--- src/sv/sle_pkg.sv ---
package sle_pkg;

  typedef enum logic [2:0] {
    S_IDLE,
    S_EXEC,
    S_ECHO,
    S_ERASE,
    S_CRLF,
    S_GPSLF,
    S_LINE,
    S_LEND
  } state_t;

  localparam logic [7:0] CH_BS  = 8'd8;
  localparam logic [7:0] CH_DEL = 8'd127;
  localparam logic [7:0] CH_CR  = 8'd13;
  localparam logic [7:0] CH_LF  = 8'd10;
  localparam logic [7:0] CH_SP  = 8'd32;
  localparam logic [7:0] CH_NUL = 8'd0;

  localparam logic [1:0] DEST_ECHO = 2'd0;
  localparam logic [1:0] DEST_CMD  = 2'd1;
  localparam logic [1:0] DEST_GPS  = 2'd2;

  localparam logic FUNC_RX  = 1'b0;
  localparam logic FUNC_ERR = 1'b1;

  localparam logic PORT_CON = 1'b0;
  localparam logic PORT_GPS = 1'b1;

endpackage

--- src/sv/serial_line_editor_two_port_top.sv ---
// Flow: an accepted word is decoded the next cycle; any result words are then registered from the
//   echo, erase, CR/LF or line states (a GPS line first stores its LF), one result word per cycle
//   while out_ready holds. in_ready is high only in S_IDLE, so no new word is taken until the
//   sequencer is back in S_IDLE after the previous one.
// Reset: rst_n is synchronous, active low; it clears both cursors and the per-slot
//   valid bits, so an unwritten slot is treated as a line end, like a NUL, with no clearing pass.
module serial_line_editor_two_port_top #(
  parameter int LINE_DEPTH = 32
) (
  input  logic       clk,
  input  logic       rst_n,
  input  logic       in_valid,
  output logic       in_ready,
  input  logic       in_func,
  input  logic       in_port,
  input  logic [7:0] in_rx_byte,
  output logic       out_valid,
  input  logic       out_ready,
  output logic [1:0] out_dest,
  output logic [7:0] out_byte,
  output logic       out_last
);
  import sle_pkg::*;

  localparam int CW = $clog2(LINE_DEPTH);
  localparam int AW = $clog2(2 * LINE_DEPTH);
  localparam logic [CW-1:0] LAST_SLOT = CW'(LINE_DEPTH - 1);
  localparam logic [CW-1:0] GPS_MAX   = CW'(LINE_DEPTH - 3);

  state_t state_r, state_nxt;

  logic          func_r;
  logic          port_r;
  logic [7:0]    byte_r;
  logic [1:0]    cnt_r, cnt_nxt;
  logic [CW-1:0] idx_r, idx_nxt;
  logic [1:0][CW-1:0]         cursor_r, cursor_nxt;
  logic [1:0][LINE_DEPTH-1:0] vld_r, vld_nxt;

  logic [7:0]    mem [2*LINE_DEPTH];
  logic          mem_we;
  logic [CW-1:0] mem_wslot;
  logic [7:0]    mem_wdata;
  logic [AW-1:0] mem_waddr;
  logic [AW-1:0] mem_raddr;
  logic [7:0]    rd_data_r;
  logic          rd_vld_r;

  logic          out_valid_r;
  logic [1:0]    out_dest_r;
  logic [7:0]    out_byte_r;
  logic          out_last_r;
  logic          out_free;
  logic          out_load;
  logic [1:0]    ld_dest;
  logic [7:0]    ld_byte;
  logic          ld_last;

  logic [CW-1:0] cur;
  logic [1:0]    line_dest;
  logic          clr_port;
  logic          line_end;

  assign in_ready  = (state_r == S_IDLE);
  assign out_valid = out_valid_r;
  assign out_dest  = out_dest_r;
  assign out_byte  = out_byte_r;
  assign out_last  = out_last_r;

  assign out_free  = !out_valid_r || out_ready;
  assign cur       = cursor_r[port_r];
  assign line_dest = (port_r == PORT_GPS) ? DEST_GPS : DEST_CMD;
  assign line_end  = !rd_vld_r || (rd_data_r == CH_NUL);

  always_comb begin
    state_nxt  = state_r;
    cnt_nxt    = cnt_r;
    idx_nxt    = idx_r;
    cursor_nxt = cursor_r;
    vld_nxt    = vld_r;
    mem_we     = 1'b0;
    mem_wslot  = cur;
    mem_wdata  = byte_r;
    out_load   = 1'b0;
    ld_dest    = DEST_ECHO;
    ld_byte    = byte_r;
    ld_last    = 1'b0;
    clr_port   = 1'b0;
    case (state_r)
      S_IDLE: begin
        if (in_valid) begin
          state_nxt = S_EXEC;
        end
      end
      S_EXEC: begin
        state_nxt = S_IDLE;
        cnt_nxt   = 2'd0;
        idx_nxt   = '0;
        if (func_r == FUNC_ERR) begin
          clr_port = 1'b1;
        end else if (byte_r == CH_LF) begin
          state_nxt = S_IDLE;
        end else if (byte_r == CH_BS || byte_r == CH_DEL) begin
          // step back and clear the slot under the new cursor
          if (cur != '0) begin
            cursor_nxt[port_r] = cur - 1'b1;
            vld_nxt[port_r][cur - 1'b1] = 1'b0;
            if (port_r == PORT_CON) begin
              state_nxt = S_ERASE;
            end
          end else begin
            vld_nxt[port_r][0] = 1'b0;
          end
        end else if (byte_r == CH_CR) begin
          if (port_r == PORT_CON) begin
            state_nxt = S_CRLF;
          end else if (cur <= GPS_MAX) begin
            mem_we    = 1'b1;
            mem_wdata = CH_CR;
            vld_nxt[port_r][cur] = 1'b1;
            state_nxt = S_GPSLF;
          end else begin
            clr_port = 1'b1;
          end
        end else begin
          mem_we = 1'b1;
          vld_nxt[port_r][cur] = 1'b1;
          if (cur != LAST_SLOT) begin
            cursor_nxt[port_r] = cur + 1'b1;
            if (port_r == PORT_CON) begin
              state_nxt = S_ECHO;
            end
          end
        end
      end
      S_ECHO: begin
        if (out_free) begin
          out_load  = 1'b1;
          ld_last   = 1'b1;
          state_nxt = S_IDLE;
        end
      end
      S_ERASE: begin
        if (out_free) begin
          out_load = 1'b1;
          ld_byte  = (cnt_r == 2'd1) ? CH_SP : CH_BS;
          ld_last  = (cnt_r == 2'd2);
          cnt_nxt  = cnt_r + 2'd1;
          if (cnt_r == 2'd2) begin
            state_nxt = S_IDLE;
          end
        end
      end
      S_CRLF: begin
        if (out_free) begin
          out_load = 1'b1;
          ld_byte  = (cnt_r == 2'd0) ? CH_CR : CH_LF;
          cnt_nxt  = cnt_r + 2'd1;
          if (cnt_r != 2'd0) begin
            state_nxt = S_LINE;
          end
        end
      end
      S_GPSLF: begin
        mem_we    = 1'b1;
        mem_wslot = cur + 1'b1;
        mem_wdata = CH_LF;
        vld_nxt[port_r][cur + 1'b1] = 1'b1;
        state_nxt = S_LINE;
      end
      S_LINE: begin
        // read data tracks idx_nxt, so a stall keeps the same slot on the read port
        if (out_free) begin
          out_load = 1'b1;
          ld_dest  = line_dest;
          if (line_end) begin
            ld_byte   = CH_NUL;
            ld_last   = 1'b1;
            clr_port  = 1'b1;
            state_nxt = S_IDLE;
          end else begin
            ld_byte = rd_data_r;
            if (idx_r == LAST_SLOT) begin
              state_nxt = S_LEND;
            end else begin
              idx_nxt = idx_r + 1'b1;
            end
          end
        end
      end
      S_LEND: begin
        if (out_free) begin
          out_load  = 1'b1;
          ld_dest   = line_dest;
          ld_byte   = CH_NUL;
          ld_last   = 1'b1;
          clr_port  = 1'b1;
          state_nxt = S_IDLE;
        end
      end
      default: begin
        state_nxt = S_IDLE;
      end
    endcase
    if (clr_port) begin
      vld_nxt[port_r]    = '0;
      cursor_nxt[port_r] = '0;
    end
  end

  assign mem_waddr = (port_r == PORT_GPS) ? AW'(LINE_DEPTH) + AW'(mem_wslot) : AW'(mem_wslot);
  assign mem_raddr = (port_r == PORT_GPS) ? AW'(LINE_DEPTH) + AW'(idx_nxt) : AW'(idx_nxt);

  always_ff @(posedge clk) begin
    if (mem_we) begin
      mem[mem_waddr] <= mem_wdata;
    end
    rd_data_r <= mem[mem_raddr];
    rd_vld_r  <= vld_r[port_r][idx_nxt];
  end

  always_ff @(posedge clk) begin
    if (!rst_n) begin
      state_r  <= S_IDLE;
      cnt_r    <= '0;
      idx_r    <= '0;
      cursor_r <= '0;
      vld_r    <= '0;
    end else begin
      state_r  <= state_nxt;
      cnt_r    <= cnt_nxt;
      idx_r    <= idx_nxt;
      cursor_r <= cursor_nxt;
      vld_r    <= vld_nxt;
    end
  end

  // hold the input word for the decode cycle
  always_ff @(posedge clk) begin
    if (in_valid && in_ready) begin
      func_r <= in_func;
      port_r <= in_port;
      byte_r <= in_rx_byte;
    end
  end

  always_ff @(posedge clk) begin
    if (!rst_n) begin
      out_valid_r <= 1'b0;
    end else if (out_load) begin
      out_valid_r <= 1'b1;
    end else if (out_ready) begin
      out_valid_r <= 1'b0;
    end
  end

  always_ff @(posedge clk) begin
    if (out_load) begin
      out_dest_r <= ld_dest;
      out_byte_r <= ld_byte;
      out_last_r <= ld_last;
    end
  end

`ifndef ASSERT_OFF
  a_cursor_range: assert property (@(posedge clk) disable iff (!rst_n)
    (cursor_r[0] <= LAST_SLOT) && (cursor_r[1] <= LAST_SLOT))
    else $error("cursor beyond last slot");

  a_no_overwrite: assert property (@(posedge clk) disable iff (!rst_n)
    out_load |-> out_free)
    else $error("output word overwritten before taken");

  a_line_closes: assert property (@(posedge clk) disable iff (!rst_n)
    ((state_r == S_LINE || state_r == S_LEND) && state_nxt == S_IDLE)
      |-> (out_load && ld_last && ld_byte == CH_NUL))
    else $error("line left without end word");

  a_idle_after_last: assert property (@(posedge clk) disable iff (!rst_n)
    (out_load && ld_last) |=> (state_r == S_IDLE))
    else $error("last word loaded but sequencer busy");
`endif

endmodule
--- config.mk ---
export PLATFORM = sky130hd
export DESIGN_NAME = serial_line_editor_two_port_top
export DESIGN_NICKNAME = d
export VERILOG_FILES = /design/src/sv/sle_pkg.sv /design/src/sv/serial_line_editor_two_port_top.sv
export SDC_FILE = /design/constraint.sdc
export NUM_CORES = 1
export LEC_CHECK = 0
export ABC_AREA = 1
export BUFFER_PORTS_ARGS = -buffer_cell sky130_fd_sc_hd__buf_2
export CAP_MARGIN = 20
export CORE_UTILIZATION = 58
export DETAILED_ROUTE_END_ITERATION = 10
export PLACE_DENSITY = 0.76
export RECOVER_POWER = 100
export SLEW_MARGIN = 20
export SYNTH_ARGS = -nofsm -noshare
export SYNTH_HDL_FRONTEND = slang
export SYNTH_SLANG_ARGS = --single-unit
export TNS_END_PERCENT = 1
--- constraint.sdc ---
create_clock -name clk -period 3.4 [get_ports clk]
set_input_delay 0.17 -clock clk [delete_from_list [all_inputs] [get_ports clk]]
set_output_delay 0.17 -clock clk [all_outputs]
set_load 0.1 [all_outputs]
; ---- After elaboration in Yosys (flattened, before gate mapping)
; Memory sizes are Yosys's and may differ from the RTL's. A register that Yosys moved wholly into a read port is not among the register bits.
; Index checks and enable logic that the tools add are counted.
[totals]
reg_bits = 107
mem_bits_rw = 512
input_bits = 14
output_inout_bits = 13
elab_cells = 202
n_memories = 1
[mem_list]
columns = name, words, word_bits, rd, rd_ports_with_merged_regs, write_ports, line
row1 = mem, 64, 8, 1, 1, 1, serial_line_editor_two_port_top.sv:40  ; logic [7:0] mem [2*LINE_DEPTH];
[classes]
add_sub_neg = 6
magnitude_cmp = 10
n_eq_ne = 24
n_mux = 112
bitwise_logic = 10
n_reduce_logical = 24
[op_table]
columns = cell, count
row1 = 2-to-1 mux 64 bit, 8
row2 = AND 64 bit, 3
row3 = 2-to-1 mux 32 bit, 6
row4 = NOT 64 bit, 3
row5 = demux 32 bit (select 1 bit), 5
row6 = OR 64 bit, 2
row7 = case mux 64 bit (2 select lines), 1
row8 = 2-to-1 mux 8 bit, 11
row9 = 2-to-1 mux 10 bit, 8
row10 = 2-to-1 mux 3 bit, 16
row11 = 2-to-1 mux 5 bit, 7
row12 = case mux 8 bit (4 select lines), 1
row13 = 2-to-1 mux 1 bit, 26
row14 = "== test 8 x 4 -> 1 bit, second input constant", 3
row15 = "< comparator 5 x 6 -> 1 bit, second input constant", 4
row16 = case mux 3 bit (7 select lines), 1
row17 = bitwise mux 10 bit, 2
row18 = 2-to-1 mux 6 bit, 3
row19 = case mux 8 bit (2 select lines), 1
row20 = demux 1 bit (select 5 bit), 3
row21 = ">= comparator 5 x 1 -> 1 bit, second input constant", 3
row22 = "adder 6 x 5 -> 6 bit, first input constant", 2
row23 = "== test 3 bit, second input constant", 4
row24 = 2-to-1 mux 2 bit, 6
row25 = other kinds (36), 57

; ---- Depth between registers and ports, before layout
[logic_depth]
depth_word = 18
ltp_mapped = 18
ltp_nobuf = 18

; ---- Least setup slack after synthesis
; OpenSTA, ideal clock, no wires.
[synth_timing]
kind = register to register
from = reg port_r
to = mem mem[63][0] (enable)
arrival_time_ns = 2.870
t_required_ns = 3.017
path_slack_ns = 0.146
path_stages_with_launch = 14
period_less_slack_ns = 3.254
cell_sequence = edfxtp_1 > buf_6 > nand2_1 > nand2_1 > ha_1 > nand2_1 > nor2_1 > ha_1 > inv_1 > o21ai_0 > inv_1 > nor2_1 > nand3_2 > nor3_1
[synth_between]
elab_chain_len = 12
[synth_rtl]
columns = item, line
row1 = "start, declared", serial_line_editor_two_port_top.sv:33  ; logic port_r;
row2 = "start signal, assigned", serial_line_editor_two_port_top.sv:242  ; port_r <= in_port;
row3 = 2-to-1 mux 5 bit (not written as such) (2 in a row), serial_line_editor_two_port_top.sv:71  ; assign cur = cursor_r[port_r];
row4 = <= comparator 5 bit, serial_line_editor_two_port_top.sv:117  ; end else if (cur <= GPS_MAX) begin
row5 = 2-to-1 mux 1 bit, serial_line_editor_two_port_top.sv:117
row6 = 2-to-1 mux 1 bit, serial_line_editor_two_port_top.sv:115  ; if (port_r == PORT_CON) begin
row7 = 2-to-1 mux 1 bit, serial_line_editor_two_port_top.sv:114  ; end else if (byte_r == CH_CR) begin
row8 = 2-to-1 mux 1 bit, serial_line_editor_two_port_top.sv:103  ; end else if (byte_r == CH_BS || byte_r == CH_DEL) begin
row9 = 2-to-1 mux 1 bit, serial_line_editor_two_port_top.sv:101  ; end else if (byte_r == CH_LF) begin
row10 = 2-to-1 mux 1 bit, serial_line_editor_two_port_top.sv:99  ; if (func_r == FUNC_ERR) begin
row11 = case mux 1 bit (2 select lines), serial_line_editor_two_port_top.sv:89  ; case (state_r)
row12 = 2-to-1 mux 1 bit, serial_line_editor_two_port_top.sv:215  ; if (mem_we) begin
row13 = 2-to-1 mux 1 bit (not written as such), serial_line_editor_two_port_top.sv:216  ; mem[mem_waddr] <= mem_wdata;
row14 = "end, declared", serial_line_editor_two_port_top.sv:40
; Parallel ways exist; a longest one is shown, timed or not. The select of a mux whose other input is x is not followed.

; ---- Worst setup path after layout
[layout_timing]
from = reg state_r[2]
to = mem mem[47][4] (data pin)
[layout_between]
elab_chain_len = 2
[layout_rtl]
columns = item, line
row1 = "start, declared", serial_line_editor_two_port_top.sv:30  ; state_t state_r, state_nxt;
row2 = "start signal, assigned", serial_line_editor_two_port_top.sv:230  ; state_r <= state_nxt;
row3 = == test 3 bit or == test 3 x 1 -> 1 bit (tied branches), serial_line_editor_two_port_top.sv:89
row4 = case mux 8 bit (2 select lines) *, serial_line_editor_two_port_top.sv:89
row5 = named net mem_wdata[4], serial_line_editor_two_port_top.sv:43  ; logic [7:0] mem_wdata;
; The timed path passes the listed nets; every way through them passes the cells marked *.

==> summary.md <==
## Run status
• finished with violations — outcome
• max-capacitance violations, max-slew violations, negative setup slack — violations in the final reports

## Final layout
• 0 — antenna cell count
• 9.28% — layout cell share with drive strength beyond 1
• 3997 — layout filler cell count
• 33700 um2 — total non-filler cell area in the finished layout
• 11.5% — Area Growth Syn to Fin
• 3318 — Final #Nets

## Logic synthesis
• 533 — number of synthesized flops with an enable pin
• 9.36 um2 — synthesized area per cell
• simple AND/OR/NAND/NOR gates — main combinational cell family by area after synthesis
• 0.228% — area share of xor/xnor cells in the synthesized design
• 51 — Unique masters post-synth
• 30200 um2 — post-synth design cell area
• 0% — fraction of registers with async set/reset
• sky130_fd_sc_hd__edfxtp_1 — predominant post-synthesis flop cell
• sky130_fd_sc_hd__nand2_1, sky130_fd_sc_hd__nand3_1, sky130_fd_sc_hd__edfxtp_1, sky130_fd_sc_hd__inv_1, sky130_fd_sc_hd__nor2_1 — most frequent cells after synthesis
• 26.6% — basic-gate share of the synthesized area counting and, or, nand and nor cells
• 3230 — count of mapped cells out of synthesis
• 0.0994% — share of synthesized area spent on multiplexers
• 53.0% — fraction of synthesized cell area taken by the top area cell type
• 3254 — number of nets produced by synthesis
• 0 — count of yosys warnings during synthesis
• 59.2% — sequential area share after synthesis
• 627 — number of storage elements in the synthesis netlist
• sky130_fd_sc_hd__edfxtp_1, sky130_fd_sc_hd__nand3_1, sky130_fd_sc_hd__nand2_1, sky130_fd_sc_hd__dfxtp_1, sky130_fd_sc_hd__inv_1 — synth top area cells
• sky130_fd_sc_hd__edfxtp_1 — top cell type by total area after synthesis
• 5.12% — compound-cell area share of the yosys netlist
• 0.414% — Post-Synth Adder-Cell Area

## Setup path
• reg -> reg — Setup Crit Path Kind
• mem[47][4]$_DFFE_PP_ — Crit Reg-Reg Endpoint
• 3.87 ns — Crit path arrival time
• flip-flop — CP endpoint kind
• 3.80 ns — data required time of the worst path
• clkbuf_1 -> a21oi_1 -> clkbuf_2 — series of cell instances along the critical path
• -0.07 ns — R2R Setup Slk
• flip-flop — critical path startpoint category
• 18 — largest driver fanout on the critical path
• compound AO/OA/AOI/OAI gates — family with the most delay on the worst path
• sky130_fd_sc_hd__a21oi_1 — Critical Path Slowest Stage Cell
• state_r[2]$_SDFFE_PN0P_ — r2r startpoint
• 3 — Worst Reg-to-Reg Cells
• 2 — CP bufs+invs
• 2.06 ns — delay of the slowest critical-path stage

## GRT
• 23400 — via count of the first global-routing pass
• 134 mm — first-pass GRT wire length
• 137 — pin count of the biggest net entering global routing
• 0 — remaining global-route overflow
• 33.2% — Total GRT Usage
• 0 — number of antenna violations at the first check in global routing

## Pwr
• 488 nW/um2 — cell area power density
• 500 uV — worst ir drop on vdd
• 13.2 nW — leakage power figure
• 16.5 mW — Pwr Total

## Placement
• 56.0 mm — hpwl dp
• 26 — PortBufs
• 31700 um2 — Post-Place Cell Area
• 1.07 — final weighted congestion of routability-driven global placement

## STA
• -79.8% — relative slew slack
• 0.0250 ns — setup clock skew after layout
• 102% — final period utilization
• -0.0697 ns — final worst-path setup slack
• true — unrepaired setup endpoints after global routing
• -1.25 ns — TNS Setup
• 278 — max-slew violation count
• 2.70 ns — slew at the pin closest to its max-slew limit
• 0.288 GHz — fmax
• 3.47 ns — post-route minimum period
• 20 — number of endpoints failing setup at the final stage
• 0 — number of hold violations in the final report

## Clock network
• 3 — Max Root-Sink Buffers
• 627 — TritonCTS Sinks
• 0 — post-CTS setup-driven buffer insertion count
• yes — clock tree from TritonCTS
• 0.62 ns — insertion delay to the later sink of the worst-skew pair
• 3 — level count of the clock H-tree
• 0.06 ns — CTS clk-pin slew, worst paths
• sky130_fd_sc_hd__clkbuf_16 — master cell of the clock root buffer
• 66 — number of buffers created by CTS

## Run
• 5 — number of max-cap violations

## Die
• 27 — I/O pin count
• 230 um — overall die width
• 51400 um2 — Core Region
• 83 — placement row count
• 53000 um2 — Total Die Area
• 58.8% — initial cell density of the core
• 230 um — die extent in y

## Detailed routing
• 24800 — vias post-DR
• 7 — iteration count of the initial detailed-routing pass
• 6.16 — post-detailed-route via-to-cell ratio
• 0 — DRC
• 3685 — Starting DRT DRC Count
• 0 — number of nets with antenna violations after routing
• 88.3 mm — DRT Wirelength
• 22.0 um — wire length per cell after detailed routing

## Min path
• byte_r[6]$_DFFE_PP_ — worst-case hold path end point
• in_rx_byte[6] — Worst Min Path Start
• in -> reg — kind of path behind the tightest hold check
• 2 — worst hold stages

## registers in the layout, summed over array words and instances, names as in the netlist
signal	flops
idx_r	5
cnt_r	2
rd_data_r	8
out_dest	2
out_last	1
cursor_r	10
out_byte	8
state_r	3
port_r	1
func_r	1
out_valid	1
mem	512
byte_r	8
vld_r	64
rd_vld_r	1
## cells by family after synthesis
group / Yosys count
simple gates: 1695
flops: 627
buf+inv: 624
compound gates: 264
fa+ha+maj: 10
xor+xnor: 7
mux: 3
## what timing repair did
item	4_1_cts	5_1_grt
endpoints found under the hold margin	13	0
gates resized for setup	0	12
hold buffers	11	0
setup endpoints to repair	0	115
## power by group
part           total [mW]  internal [mW]  switching [mW]  leakage (nW)
Sequential           8.47           8.43          0.0386          5.56
Clock                6.97           3.97            3.00          1.00
Combinational        1.02          0.216           0.803          6.67
Total                16.5           12.6            3.84          13.2
## per-stage QoR
step	instances	hold WS, ns	util (%)	setup slack (ns)
floorplan	3230	0.269	-	0.146
global placement	3895	0.351	61.7	0.203
detailed placement	3895	0.349	61.7	0.136
CTS	4019	0.197	65.9	0.127
global route	4019	0.264	65.6	-0.0708
finish	4019	0.274	65.6	-0.0697
## cell usage in the layout (no fill, tap or decap), types with 6 or more instances in the layout
| master | Yosys | routed |
|---|---|---|
| sky130_fd_sc_hd__clkbuf_2 | 0 | 13 |
| sky130_fd_sc_hd__dfxtp_1 | 94 | 94 |
| sky130_fd_sc_hd__nor2_2 | 9 | 18 |
| sky130_fd_sc_hd__a31oi_1 | 12 | 12 |
| sky130_fd_sc_hd__o21ai_1 | 7 | 7 |
| sky130_fd_sc_hd__clkbuf_16 | 0 | 66 |
| sky130_fd_sc_hd__or2_2 | 6 | 6 |
| sky130_fd_sc_hd__nand3b_1 | 193 | 193 |
| sky130_fd_sc_hd__a21oi_1 | 72 | 69 |
| sky130_fd_sc_hd__buf_4 | 14 | 113 |
| sky130_fd_sc_hd__clkinv_2 | 0 | 12 |
| sky130_fd_sc_hd__buf_2 | 98 | 12 |
| sky130_fd_sc_hd__a22oi_1 | 16 | 16 |
| sky130_fd_sc_hd__o21ai_0 | 96 | 96 |
| sky130_fd_sc_hd__o211ai_1 | 10 | 10 |
| sky130_fd_sc_hd__edfxtp_1 | 533 | 533 |
| sky130_fd_sc_hd__nor3_1 | 32 | 32 |
| sky130_fd_sc_hd__buf_12 | 0 | 11 |
| sky130_fd_sc_hd__o32ai_1 | 7 | 7 |
| sky130_fd_sc_hd__nand4_1 | 6 | 6 |
| sky130_fd_sc_hd__nand2_1 | 586 | 584 |
| sky130_fd_sc_hd__ha_1 | 10 | 10 |
| sky130_fd_sc_hd__clkbuf_1 | 55 | 31 |
| sky130_fd_sc_hd__inv_2 | 15 | 12 |
| sky130_fd_sc_hd__inv_1 | 421 | 422 |
| sky130_fd_sc_hd__o22ai_1 | 22 | 22 |
| sky130_fd_sc_hd__nand3_1 | 586 | 585 |
| sky130_fd_sc_hd__nor2_1 | 253 | 244 |
| sky130_fd_sc_hd__dlygate4sd3_1 | 0 | 11 |
| sky130_fd_sc_hd__clkinv_1 | 2 | 13 |
## worst reg2reg max path, cell delays in order (launching register included)
cell                       delay [ns]
sky130_fd_sc_hd__dfxtp_1         0.36
sky130_fd_sc_hd__clkbuf_1        0.24
sky130_fd_sc_hd__a21oi_1         2.06
sky130_fd_sc_hd__clkbuf_2        0.60
## layout make-up
cell class / instances / area, um2 / area share, %
sequential: 627 / 17900 / 53.1
multi-input combinational: 1979 / 9890 / 29.3
clock buffer: 78 / 1700 / 5.03
inverter: 438 / 1650 / 4.89
timing repair buffer: 182 / 1400 / 4.16
tap: 680 / 851 / 2.52
clock inverter: 35 / 337 / 0.999
## per-layer routing
metal	wire, um	up-vias	track usage (%)
met4	3720	0	14.5
met5	0	-	0
met1	33900	11600	46.2
met2	38700	1779	49.3
met3	12000	311	8.58
li1	-	11000	-
## worst max-delay path by stage
stage                     slack (ns)  cells after the start              endpoint               startpoint
after CTS                       0.13                     14   mem[2][7]$_DFFE_PP_         port_r$_DFFE_PP_
after floorplan                 0.15                     13  mem[63][0]$_DFFE_PP_         port_r$_DFFE_PP_
final                          -0.07                      3  mem[47][4]$_DFFE_PP_  state_r[2]$_SDFFE_PN0P_
after detailed placement        0.14                     14   mem[2][0]$_DFFE_PP_         port_r$_DFFE_PP_
after global routing           -0.07                     14  mem[10][1]$_DFFE_PP_         port_r$_DFFE_PP_
after global placement          0.20                     13  mem[41][0]$_DFFE_PP_         port_r$_DFFE_PP_
No activity file was read; power rests on OpenSTA's default activity.
